File: src/rtl/core/met_pkg.sv
// ----------------------------------------------------------------------------
// met_pkg
// Shared types, constants and helpers of the escape-time core.
// ----------------------------------------------------------------------------
package met_pkg;

  // fixed-point format and field widths
  localparam int unsigned QW        = 32;
  localparam int unsigned FRAC_BITS = 28;
  localparam int unsigned STEP_W    = 31;
  localparam int unsigned COL_W     = 10;
  localparam int unsigned ROW_W     = 9;
  localparam int unsigned CNT_W     = 8;
  localparam int unsigned CFG_IDX_W = 3;
  localparam int unsigned CFG_DAT_W = 32;

  // |z|^2 threshold of 4.0 in Q8.56
  localparam logic [63:0] ESCAPE_SQ = 64'd4 << (2 * FRAC_BITS);

  // register reset values
  localparam logic signed [QW-1:0] X_MIN_RST = 32'shE000_0000;
  localparam logic signed [QW-1:0] Y_MIN_RST = 32'shF000_0000;
  localparam logic [STEP_W-1:0]    X_STEP_RST = 31'd1260649;
  localparam logic [STEP_W-1:0]    Y_STEP_RST = 31'd1120875;
  localparam logic [CNT_W-1:0]     LIMIT_RST  = 8'd255;

  typedef logic signed [QW-1:0] q_t;

  // configuration register indexes
  typedef enum logic [CFG_IDX_W-1:0] {
    REG_X_MIN  = 3'd0,
    REG_Y_MIN  = 3'd1,
    REG_X_STEP = 3'd2,
    REG_Y_STEP = 3'd3,
    REG_LIMIT  = 3'd4
  } reg_idx_e;

  // complex point handed from front to back
  typedef struct packed {
    q_t c_re;
    q_t c_im;
  } point_t;

  // clamp a wide signed value to the Q4.28 range
  function automatic q_t sat_q(input logic signed [63:0] v);
    q_t r;
    if (v > 64'sd2147483647) begin
      r = 32'sh7FFF_FFFF;
    end else if (v < -64'sd2147483648) begin
      r = 32'sh8000_0000;
    end else begin
      r = v[QW-1:0];
    end
    return r;
  endfunction

endpackage

File: src/rtl/core/met_fifo.sv
// ----------------------------------------------------------------------------
// met_fifo
// Short queue of complex points between the front and the iteration unit.
// ----------------------------------------------------------------------------
module met_fifo import met_pkg::*; #(
  parameter int unsigned DEPTH = 2
) (
  input  logic   clk_i,
  input  logic   rst_ni,
  input  logic   push_valid_i,
  input  point_t push_data_i,
  output logic   push_ready_o,
  output logic   pop_valid_o,
  output point_t pop_data_o,
  input  logic   pop_i
);

  localparam int unsigned AW = (DEPTH > 1) ? $clog2(DEPTH) : 1;
  localparam int unsigned CW = $clog2(DEPTH + 1);

  point_t         mem_q [DEPTH];
  logic [AW-1:0]  wr_ptr_q, rd_ptr_q;
  logic [CW-1:0]  count_q;
  logic           push, pop;

  assign push_ready_o = (count_q != CW'(DEPTH));
  assign pop_valid_o  = (count_q != '0);
  assign pop_data_o   = mem_q[rd_ptr_q];
  assign push         = push_valid_i && push_ready_o;
  assign pop          = pop_i && pop_valid_o;

  // pointers and fill level
  always_ff @(posedge clk_i or negedge rst_ni) begin
    if (!rst_ni) begin
      wr_ptr_q <= '0;
      rd_ptr_q <= '0;
      count_q  <= '0;
    end else begin
      if (push) begin
        wr_ptr_q <= (wr_ptr_q == AW'(DEPTH - 1)) ? '0 : wr_ptr_q + AW'(1);
      end
      if (pop) begin
        rd_ptr_q <= (rd_ptr_q == AW'(DEPTH - 1)) ? '0 : rd_ptr_q + AW'(1);
      end
      if (push && !pop) begin
        count_q <= count_q + CW'(1);
      end else if (pop && !push) begin
        count_q <= count_q - CW'(1);
      end
    end
  end

  // entry storage
  always_ff @(posedge clk_i) begin
    if (push) begin
      mem_q[wr_ptr_q] <= push_data_i;
    end
  end

endmodule

File: config.mk
export PLATFORM = sky130hd
export DESIGN_NAME = met_fifo
export DESIGN_NICKNAME = d
export VERILOG_FILES = /design/src/rtl/core/met_pkg.sv /design/src/rtl/core/met_fifo.sv
export SDC_FILE = /design/constraint.sdc
export NUM_CORES = 1
export LEC_CHECK = 0
export ABC_CLOCK_PERIOD_IN_PS = 6900
export BUFFER_PORTS_ARGS = -buffer_cell sky130_fd_sc_hd__clkbuf_2
export CAP_MARGIN = 20
export CORE_ASPECT_RATIO = 0.7
export CORE_MARGIN = 1
export CORE_UTILIZATION = 50
export CTS_CLUSTER_SIZE = 24
export DETAILED_ROUTE_END_ITERATION = 10
export HOLD_SLACK_MARGIN = 0.05
export PLACE_DENSITY = 0.76
export SLEW_MARGIN = 25
export SYNTH_ARGS = -nofsm -noshare
export SYNTH_HDL_FRONTEND = slang
export SYNTH_SLANG_ARGS = --single-unit
File: constraint.sdc
create_clock -name clk_i -period 6.9 [get_ports clk_i]
set_input_delay 1.38 -clock clk_i [delete_from_list [all_inputs] [get_ports clk_i]]
set_output_delay 1.38 -clock clk_i [all_outputs]
set_load 0.005 [all_outputs]
* Yosys cells after proc, flatten, opt, wreduce, memory -nomap -nowiden *
Memories as Yosys holds them, arrays and structs flattened.
Index checks and enable logic that the tools add are counted.

storage, ports and cells
  flip-flop bits (word level) = 4
  memory bits (writable) = 128
  input port bits = 68
  output and inout port bits = 66
  memories kept = 1

memories
  memory  words  bits a word  read ports  clocked after memory_dff  wr ports  RTL line        text
  mem_q   2      64           1           0                         1         met_fifo.sv:21  point_t mem_q [DEPTH];

cells by class
  add/sub/neg operators = 4
  eq/ne operators = 1
  mux-type cells = 6
  reductions and logical operators = 8

operators by type and width
  cell                   number
  $logic_and A1 B1 Y1    4
  $mux W1                4
  $mux W2                2
  $reduce_bool A2 Y1     2
  $add A1 B1 Y1 const B  2
  $add A2 B1 Y2 const B  1
  $logic_not A1 Y1       2
  $ne A2 B2 Y1 const B   1
  $sub A2 B1 Y2 const B  1

* Logic depth before layout (Yosys ltp) *
Gate-level depths: netlist of the first run.

  depth after elaboration = 6
  gate-level depth with buffers = 7

* Least setup slack after synthesis of the first run *
No wires, ideal clock.

  path type = input -> register
  from = input port push_valid_i
  to = memory mem_q[0][0] in the netlist's numbering (enable)
  library setup time = 0.486 ns
  arrival = 4.145 ns
  setup slack = 2.269 ns
  stages = 2
  buffers on the path = 0
  cells stage by stage = nand2_1 -> nor2_1

on the way
  word-level cells in the longest chain between the ends = 3

ends and longest elaborated chain
  item                           RTL line        text
  start, declared                met_fifo.sv:10  input logic push_valid_i,
  $logic_and A1 B1 Y1            met_fifo.sv:29  assign push = push_valid_i && push_ready_o;
  $mux W1                        met_fifo.sv:55  if (push) begin
  $mux W1 (not written as such)  met_fifo.sv:56  mem_q[wr_ptr_q] <= push_data_i;
  end, declared                  met_fifo.sv:21

Every way passes these cells.

==> run_results.csv, run 1 <==
group,metric,value,unit
finish,post_route_cells_drive_above_1_share,60.32,%
route,drt_pass1_iterations,5,
synth,cell_variety_after_synth,15,
setup_path,critPathTopFamily,"buffers and inverters",
hold_path,worst_hold_path_type,"flop to flop",
timing,worst-slew-pin-transition,872.4,ps
power_and_ir_drop,design_power_total,2.834,mW
synth,synthesis.yosys.warnings,0,
setup_path,cp_num_buf_inv,2,
run_status,status,"completed",
floorplan,design.portCount,134,
grt,first_global_vias,2516,
hold_path,holdCritStartpoint,"count_q[1]",
floorplan,die_x,121.7,um
clock_network,cts_hold_buffers,0,
floorplan,floorplan.die_area,10450,um^2
place,pre_cts_slack,3604,ps
synth,yosys-mux-area-fraction,18.10,%
clock_network,worst_setup_hold_path_clk_slew,50,ps
synth,synth_top_family_by_area,"multiplexers",
clock_network,cts_tree,"done",
route,remaining_drc_errors,0,
finish,antenna-diode-count,0,
synth,post_synth_inst_count,217,
clock_network,clockRootBuffer,"clkbuf_16",
route,vias_per_cell,4.931,
timing,timing.final.crit_share,53.63,%
setup_path,worst_ep_arrival_time,2320,ps
setup_path,path_max_fanout,40,
synth,synth_simple_gate_area_share,0.6731,%
power_and_ir_drop,power_switching_share,25.56,%
finish,layout.cells.non_filler,506,
floorplan,placeableCoreArea,9722,um^2
timing,timing.setup.tns,0,ps
setup_path,critPathCaptureType,"primary output",
timing,skew,6.784,ps
clock_network,clock_tree.buffer_depth,2,
setup_path,crit_path_start,"rd_ptr_q",
synth,asyncSetResetFlopFracSynth,3.030,%
clock_network,cts_made_buffers,17,
floorplan,die_h,85.82,um
place,io_buffer_count,133,
finish,final_nets,434,
route,final_antenna_net_count,0,
setup_path,path_class,"flop to primary output",
place,number_of_placed_cells_counting_well_taps,474,
setup_path,worst_path_max_delay_cell,"dfrtp_4",
route,route.detailed.wl_per_inst,16.92,um
power_and_ir_drop,clkPwrFrac,31.9,%
finish,layout.cell_area.non_filler,6404,um^2
route,routed_wl,8.562,mm
synth,synthXorXnorAreaFrac,0.8726,%
floorplan,floorplan.rows,30,
clock_network,clock_insertion_delay_worst_skew,410,ps
synth,compound_cell_area_share_of_the_yosys_netlist,0,%
setup_path,worstSetupStartpointType,"flop",
power_and_ir_drop,power.density_cell_area,442.5,nW/um^2
place,detailed_placer_s_ending_hpwl,5.625,mm
timing,slew_headroom,41.70,%
synth,yosys_register_bits,132,
timing,final_hold_viol_count,0,
synth,seq_total_area_yosys,78.58,%
synth,synth_adder_area_share,0.2493,%
clock_network,cts-resized-gates,0,
synth,synthesis.area,5019,um^2
timing,report.final.setup_viol,0,
timing,timing.final.crit_period,3701,ps
synth,postSynthAreaPerCell,23.13,um^2
power_and_ir_drop,internal-power,2.109,mW
setup_path,cpPeakStageDelay,690,ps
power_and_ir_drop,sequential_share_of_power,41.8,%
timing,timing.final.ws_setup,3199,ps
setup_path,path_cells,"buf_4 > mux2_2 > clkbuf_2",
power_and_ir_drop,power.ir.vdd_worst,0.2538,mV
grt,globalRouteOverflowTotal,0,
finish,syn2layout_area_growth,27.60,%
synth,syn_nets,286,
setup_path,regToRegStartpoint,"count_q[0]",
setup_path,critPathRequiredTime,5520,ps
job,max_cap_viol_count,0,
place,finalWeightedCongestion,0.6863,
power_and_ir_drop,combPwrFrac,26.3,%
floorplan,floorplan.initialDensity,51.62,%
power_and_ir_drop,p_sw,724.3,uW
synth,netlist.area_leader.share,76.59,%
clock_network,numClockSinks,132,
synth,number_of_synthesized_flops_with_an_enable_pin,128,
finish,fillerInstances,689,
clock_network,postCtsSetupRepairBufs,0,
place,dpl_cell_area,5807,um^2
route,drtIter0Drc,195,
synth,synth_common_cells,"edfxtp_1 (128), mux2_4 (50), mux2_2 (14)",
synth,synth_ff_type,"edfxtp_1",
synth,most_numerous_cell_in_the_yosys_netlist,"edfxtp_1",
grt,grt_first_pass_wirelength,12.76,mm
timing,clock.fmax,270.2,MHz
power_and_ir_drop,power.leakage,2.602,nW
grt,maximum_number_of_pins_on_one_net_before_global_route_repair,41,
route,route.vias.total,2495,
grt,track_usage,17.11,%
timing,drv_slew,0,
grt,number_of_antenna_violations_at_the_first_check_in_global_routing,0,
synth,synth.top_cells.by_area,"edfxtp_1 (77%), mux2_4 (15%), mux2_2 (3.1%)",
synth,synth_top_cell_by_area,"edfxtp_1",
clock_network,htree_num_levels,4,
timing,rsz0062_at_grt,"false",
power by group through the flow:
stage / registers, mW / clock network (mW) / logic, mW
global placement: 1.19 / 0 / 0.752
CTS: 1.19 / 0.921 / 0.761
global route: 1.20 / 0.948 / 0.806
finish: 1.18 / 0.903 / 0.746
detailed placement: 1.20 / 0 / 0.756
floorplan: 1.16 / 0 / 0.540
area by class of cell:
cell class | count | area, um^2 | area share, %
Inverter | 1 | 3.754 | 0.05862
Clock inverter | 13 | 163.9 | 2.560
Clock buffer | 19 | 432.9 | 6.760
Multi-Input combinational cell | 77 | 1007 | 15.73
Timing Repair Buffer | 136 | 688.2 | 10.75
Tap cell | 128 | 160.2 | 2.501
Sequential cell | 132 | 3948 | 61.65
per-stage QoR:
step	hold slack [ps]	utilization, %
CTS	487.8	65.87
global placement	473.4	59.73
detailed placement	477.1	59.73
global route	524.1	65.87
floorplan	456.4	-
finish	491.7	65.87
cells by family (layout without fill, tap and decap cells):
group,after synthesis,in the layout
muxes,64,64
buffers and inverters,8,169
and+or+nand+nor,7,7
DFF,132,132
xor gates and xnor gates,5,5
adders and majority gates,1,1
per-layer routing:
metal,GRT usage (%),vias to the layer above,routed length (um)
met1,21.86,1209,3852
li1,-,1160,-
met4,8.866,0,106
met5,0,-,0
met2,25.27,115,3866
met3,6.915,11,736
worst register-to-register path, cell delays in order, from the launching register on:
cell	delay [ps]
dfrtp_1	410
nand2b_1	190
nand2_1	150
nor2_4	690
buf_4	570
worst paths after layout:
kind,end,slack [ps],cells after the start
worst max-delay path,pop_data_o[44],3200,3
worst min-delay path,count_q[1],490,1
min in group asynchronous,count_q[1],780,1
worst min register to register,count_q[1],490,1
worst max register to register,mem_q[0][32],4500,4
max in group asynchronous,rd_ptr_q,5970,1
sequential cells by signal, summed over array words and instances (netlist names):
signal,cells
mem_q,128
count_q,2
rd_ptr_q,1
wr_ptr_q,1
layout by cell type, fill, tap and decap left out:
cell type / n
clkinv_1: 5
edfxtp_1: 128
clkinv_2: 2
nand2b_1: 1
buf_4: 3
xor2_1: 2
or2_1: 1
dfrtp_4: 1
ha_1: 1
xnor2_1: 3
clkbuf_16: 17
inv_1: 1
dfrtp_1: 3
bufinv_16: 4
nor2_1: 1
nor2_4: 1
nand2_1: 2
clkinvlp_4: 2
mux2_4: 50
and3_2: 1
clkbuf_2: 133
mux2_2: 14
clkbuf_1: 2
Power figures use the tool's default switching activity.
==> run 2, diff against run 1 <==
--- a/config.mk
+++ b/config.mk
@@ -5,16 +5,16 @@
 export SDC_FILE = /design/constraint.sdc
 export NUM_CORES = 1
 export LEC_CHECK = 0
-export ABC_CLOCK_PERIOD_IN_PS = 6900
+export ABC_CLOCK_PERIOD_IN_PS = 3300
 export BUFFER_PORTS_ARGS = -buffer_cell sky130_fd_sc_hd__clkbuf_2
 export CAP_MARGIN = 20
 export CORE_ASPECT_RATIO = 0.7
 export CORE_MARGIN = 1
-export CORE_UTILIZATION = 50
+export CORE_UTILIZATION = 47
 export CTS_CLUSTER_SIZE = 24
 export DETAILED_ROUTE_END_ITERATION = 10
 export HOLD_SLACK_MARGIN = 0.05
-export PLACE_DENSITY = 0.76
+export PLACE_DENSITY = 0.75
 export SLEW_MARGIN = 25
 export SYNTH_ARGS = -nofsm -noshare
 export SYNTH_HDL_FRONTEND = slang
==> constraint.sdc (replaced) <==
create_clock -name clk_i -period 3.3 [get_ports clk_i]
set_input_delay 0.66 -clock clk_i [delete_from_list [all_inputs] [get_ports clk_i]]
set_output_delay 0.66 -clock clk_i [all_outputs]
set_load 0.005 [all_outputs]
==> run 2 against run 1 <==
  * The flow now finishes with violations (DRC)
  * First-iteration DRC count down 33%
  * Cell count up 1.2%
  * Clock power up 84%
  * Non-clock buffer count grew 3
  * Sequential power up 110%
  * Final area shrank 0.43%
  * Clock skew up 2.4 ps
  * Total power rose by 100%
  * Highest routed layer unchanged
==> run_results.csv, run 2 (same netlist as run 1, synthesis figures left out) <==
group,metric,value,unit
setup_path,worst_ep_arrival_time,2000,ps
finish,final_nets,437,
route,remaining_drc_errors,10,
timing,timing.setup.tns,0,ps
floorplan,floorplan.rows,31,
setup_path,cpPeakStageDelay,790,ps
place,dpl_cell_area,5839,um^2
hold_path,worst_hold_path_type,"input pin to flop",
power_and_ir_drop,power.density_cell_area,896.6,nW/um^2
setup_path,crit_path_start,"rd_ptr_q",
finish,mostFrequentLayoutCells,"clkbuf_2 (133), edfxtp_1 (128), mux2_4 (50)",
clock_network,worst_setup_hold_path_clk_slew,60,ps
route,final_antenna_net_count,0,
setup_path,path_cells,"buf_12 > mux2_2 > clkbuf_2",
finish,max_flop_register,"mem_q",
clock_network,cts_hold_buffers,1,
finish,post_route_cells_drive_above_1_share,60.79,%
clock_network,cts_made_buffers,17,
timing,clock.fmax,375.4,MHz
grt,use_met2,24.29,%
timing,rsz0062_at_grt,"false",
setup_path,worstSetupStartpointType,"flop",
route,route.vias.total,2476,
grt,grtUsageMet3,7.134,%
finish,fillerInstances,743,
clock_network,numClockSinks,132,
setup_path,critPathRequiredTime,2640,ps
grt,gr-max-usage-layer,"met2",
finish,antenna-diode-count,0,
route,vias_per_cell,4.836,
route,routed_wl,8.406,mm
floorplan,placeableCoreArea,10360,um^2
clock_network,clock_tree.buffer_depth,2,
finish,layout.cell_area.non_filler,6376,um^2
setup_path,critPathCaptureType,"primary output",
setup_path,path_max_fanout,33,
clock_network,htree_num_levels,4,
timing,slew_headroom,61.89,%
grt,globalRouteOverflowTotal,0,
run_status,status,"complete, but fails checks",
route,drt_pass1_iterations,9,
timing,timing.hold.ws,447.0,ps
finish,layout_commonest_cell,"clkbuf_2",
timing,report.final.setup_viol,0,
place,detailed_placer_s_ending_hpwl,5.474,mm
grt,first_global_vias,2474,
floorplan,die_h,88.46,um
timing,skew,9.233,ps
setup_path,worst_path_max_delay_cell,"dfrtp_4",
floorplan,design.portCount,134,
clock_network,clock_insertion_delay_worst_skew,400,ps
route,drtIter0Drc,131,
timing,timing.final.crit_share,80.73,%
hold_path,holdCritStartpoint,"push_data_i[12]",
timing,worst-slew-pin-transition,571.6,ps
place,finalWeightedCongestion,0.7390,
timing,timing.final.crit_period,2664,ps
grt,grt_first_pass_wirelength,12.84,mm
finish,largest_register_ff_count,128,
floorplan,die_x,125.5,um
setup_path,path_class,"flop to primary output",
grt,gr-usage-met1,20.61,%
grt,maximum_number_of_pins_on_one_net_before_global_route_repair,37,
timing,final_hold_viol_count,0,
job,max_cap_viol_count,0,
floorplan,floorplan.initialDensity,48.46,%
power_and_ir_drop,power.ir.vdd_worst,0.4697,mV
grt,number_of_antenna_violations_at_the_first_check_in_global_routing,0,
floorplan,floorplan.die_area,11100,um^2
setup_path,regToRegStartpoint,"count_q[0]",
power_and_ir_drop,power.leakage,2.591,nW
finish,registers_with_the_highest_flip_flop_counts,"mem_q x128, count_q x2",
timing,drv_slew,0,
place,io_buffer_count,133,
clock_network,cts-resized-gates,0,
clock_network,postCtsSetupRepairBufs,0,
clock_network,cts_tree,"done",
clock_network,clockRootBuffer,"clkbuf_16",
run_status,violations,"DRC",
grt,track_usage,16.03,%
route,route.detailed.wl_per_inst,16.42,um
finish,syn2layout_area_growth,27.05,%
run 2: critical path, delay by kind of cell (launching register included):
kind / cells / cell delay, ps
buffers and inverters: 2 / 440
flip-flops: 1 / 790
multiplexers: 1 / 370
run 2: final cells by class:
| cell class | count | area (um^2) | area share (%) |
|---|---|---|---|
| flip-flops and latches | 132 | 3948 | 61.91 |
| multi-input cells | 77 | 1007 | 15.80 |
| repair buffers | 139 | 725.7 | 11.38 |
| clock buffers | 21 | 440.4 | 6.907 |
| well taps | 132 | 165.2 | 2.590 |
| clock inverters | 10 | 86.33 | 1.354 |
| inverters | 1 | 3.754 | 0.05887 |
run 2: worst paths after layout:
check / end / slack (ps) / cells after the start
setup / recovery: pop_data_o[48] / 640 / 3
setup reg to reg: mem_q[0][22] / 1690 / 4
hold / removal: mem_q[0][12] / 450 / 1
max in group asynchronous: rd_ptr_q / 2540 / 2
hold reg to reg: count_q[1] / 490 / 1
min in group asynchronous: wr_ptr_q / 620 / 2
run 2: power breakdown:
group	leakage (nW)	switching, mW	internal (mW)	total [mW]
Sequential	1.23	0.197	2.30	2.50
Clock	0.254	0.632	1.02	1.66
Combinational	1.10	0.680	0.885	1.56
run 2: layer usage:
metal / vias up / share of wire (%)
met1: 1220 / 45
met4: 0 / 0.40
met3: 4 / 8.4
met2: 97 / 46
met5: - / 0
li1: 1155 / -
run 2: metrics by stage:
| step | power [mW] | utilization (%) | setup slack, ps | std cells |
|---|---|---|---|---|
| floorplan | 3.550 | - | 459.0 | 217 |
| global placement | 4.079 | 56.39 | 1015 | 480 |
| detailed placement | 4.115 | 56.39 | 1020 | 480 |
| CTS | 5.790 | 61.57 | 586.5 | 512 |
| global route | 5.999 | 61.57 | 533.0 | 512 |
| finish | 5.717 | 61.57 | 636.0 | 512 |
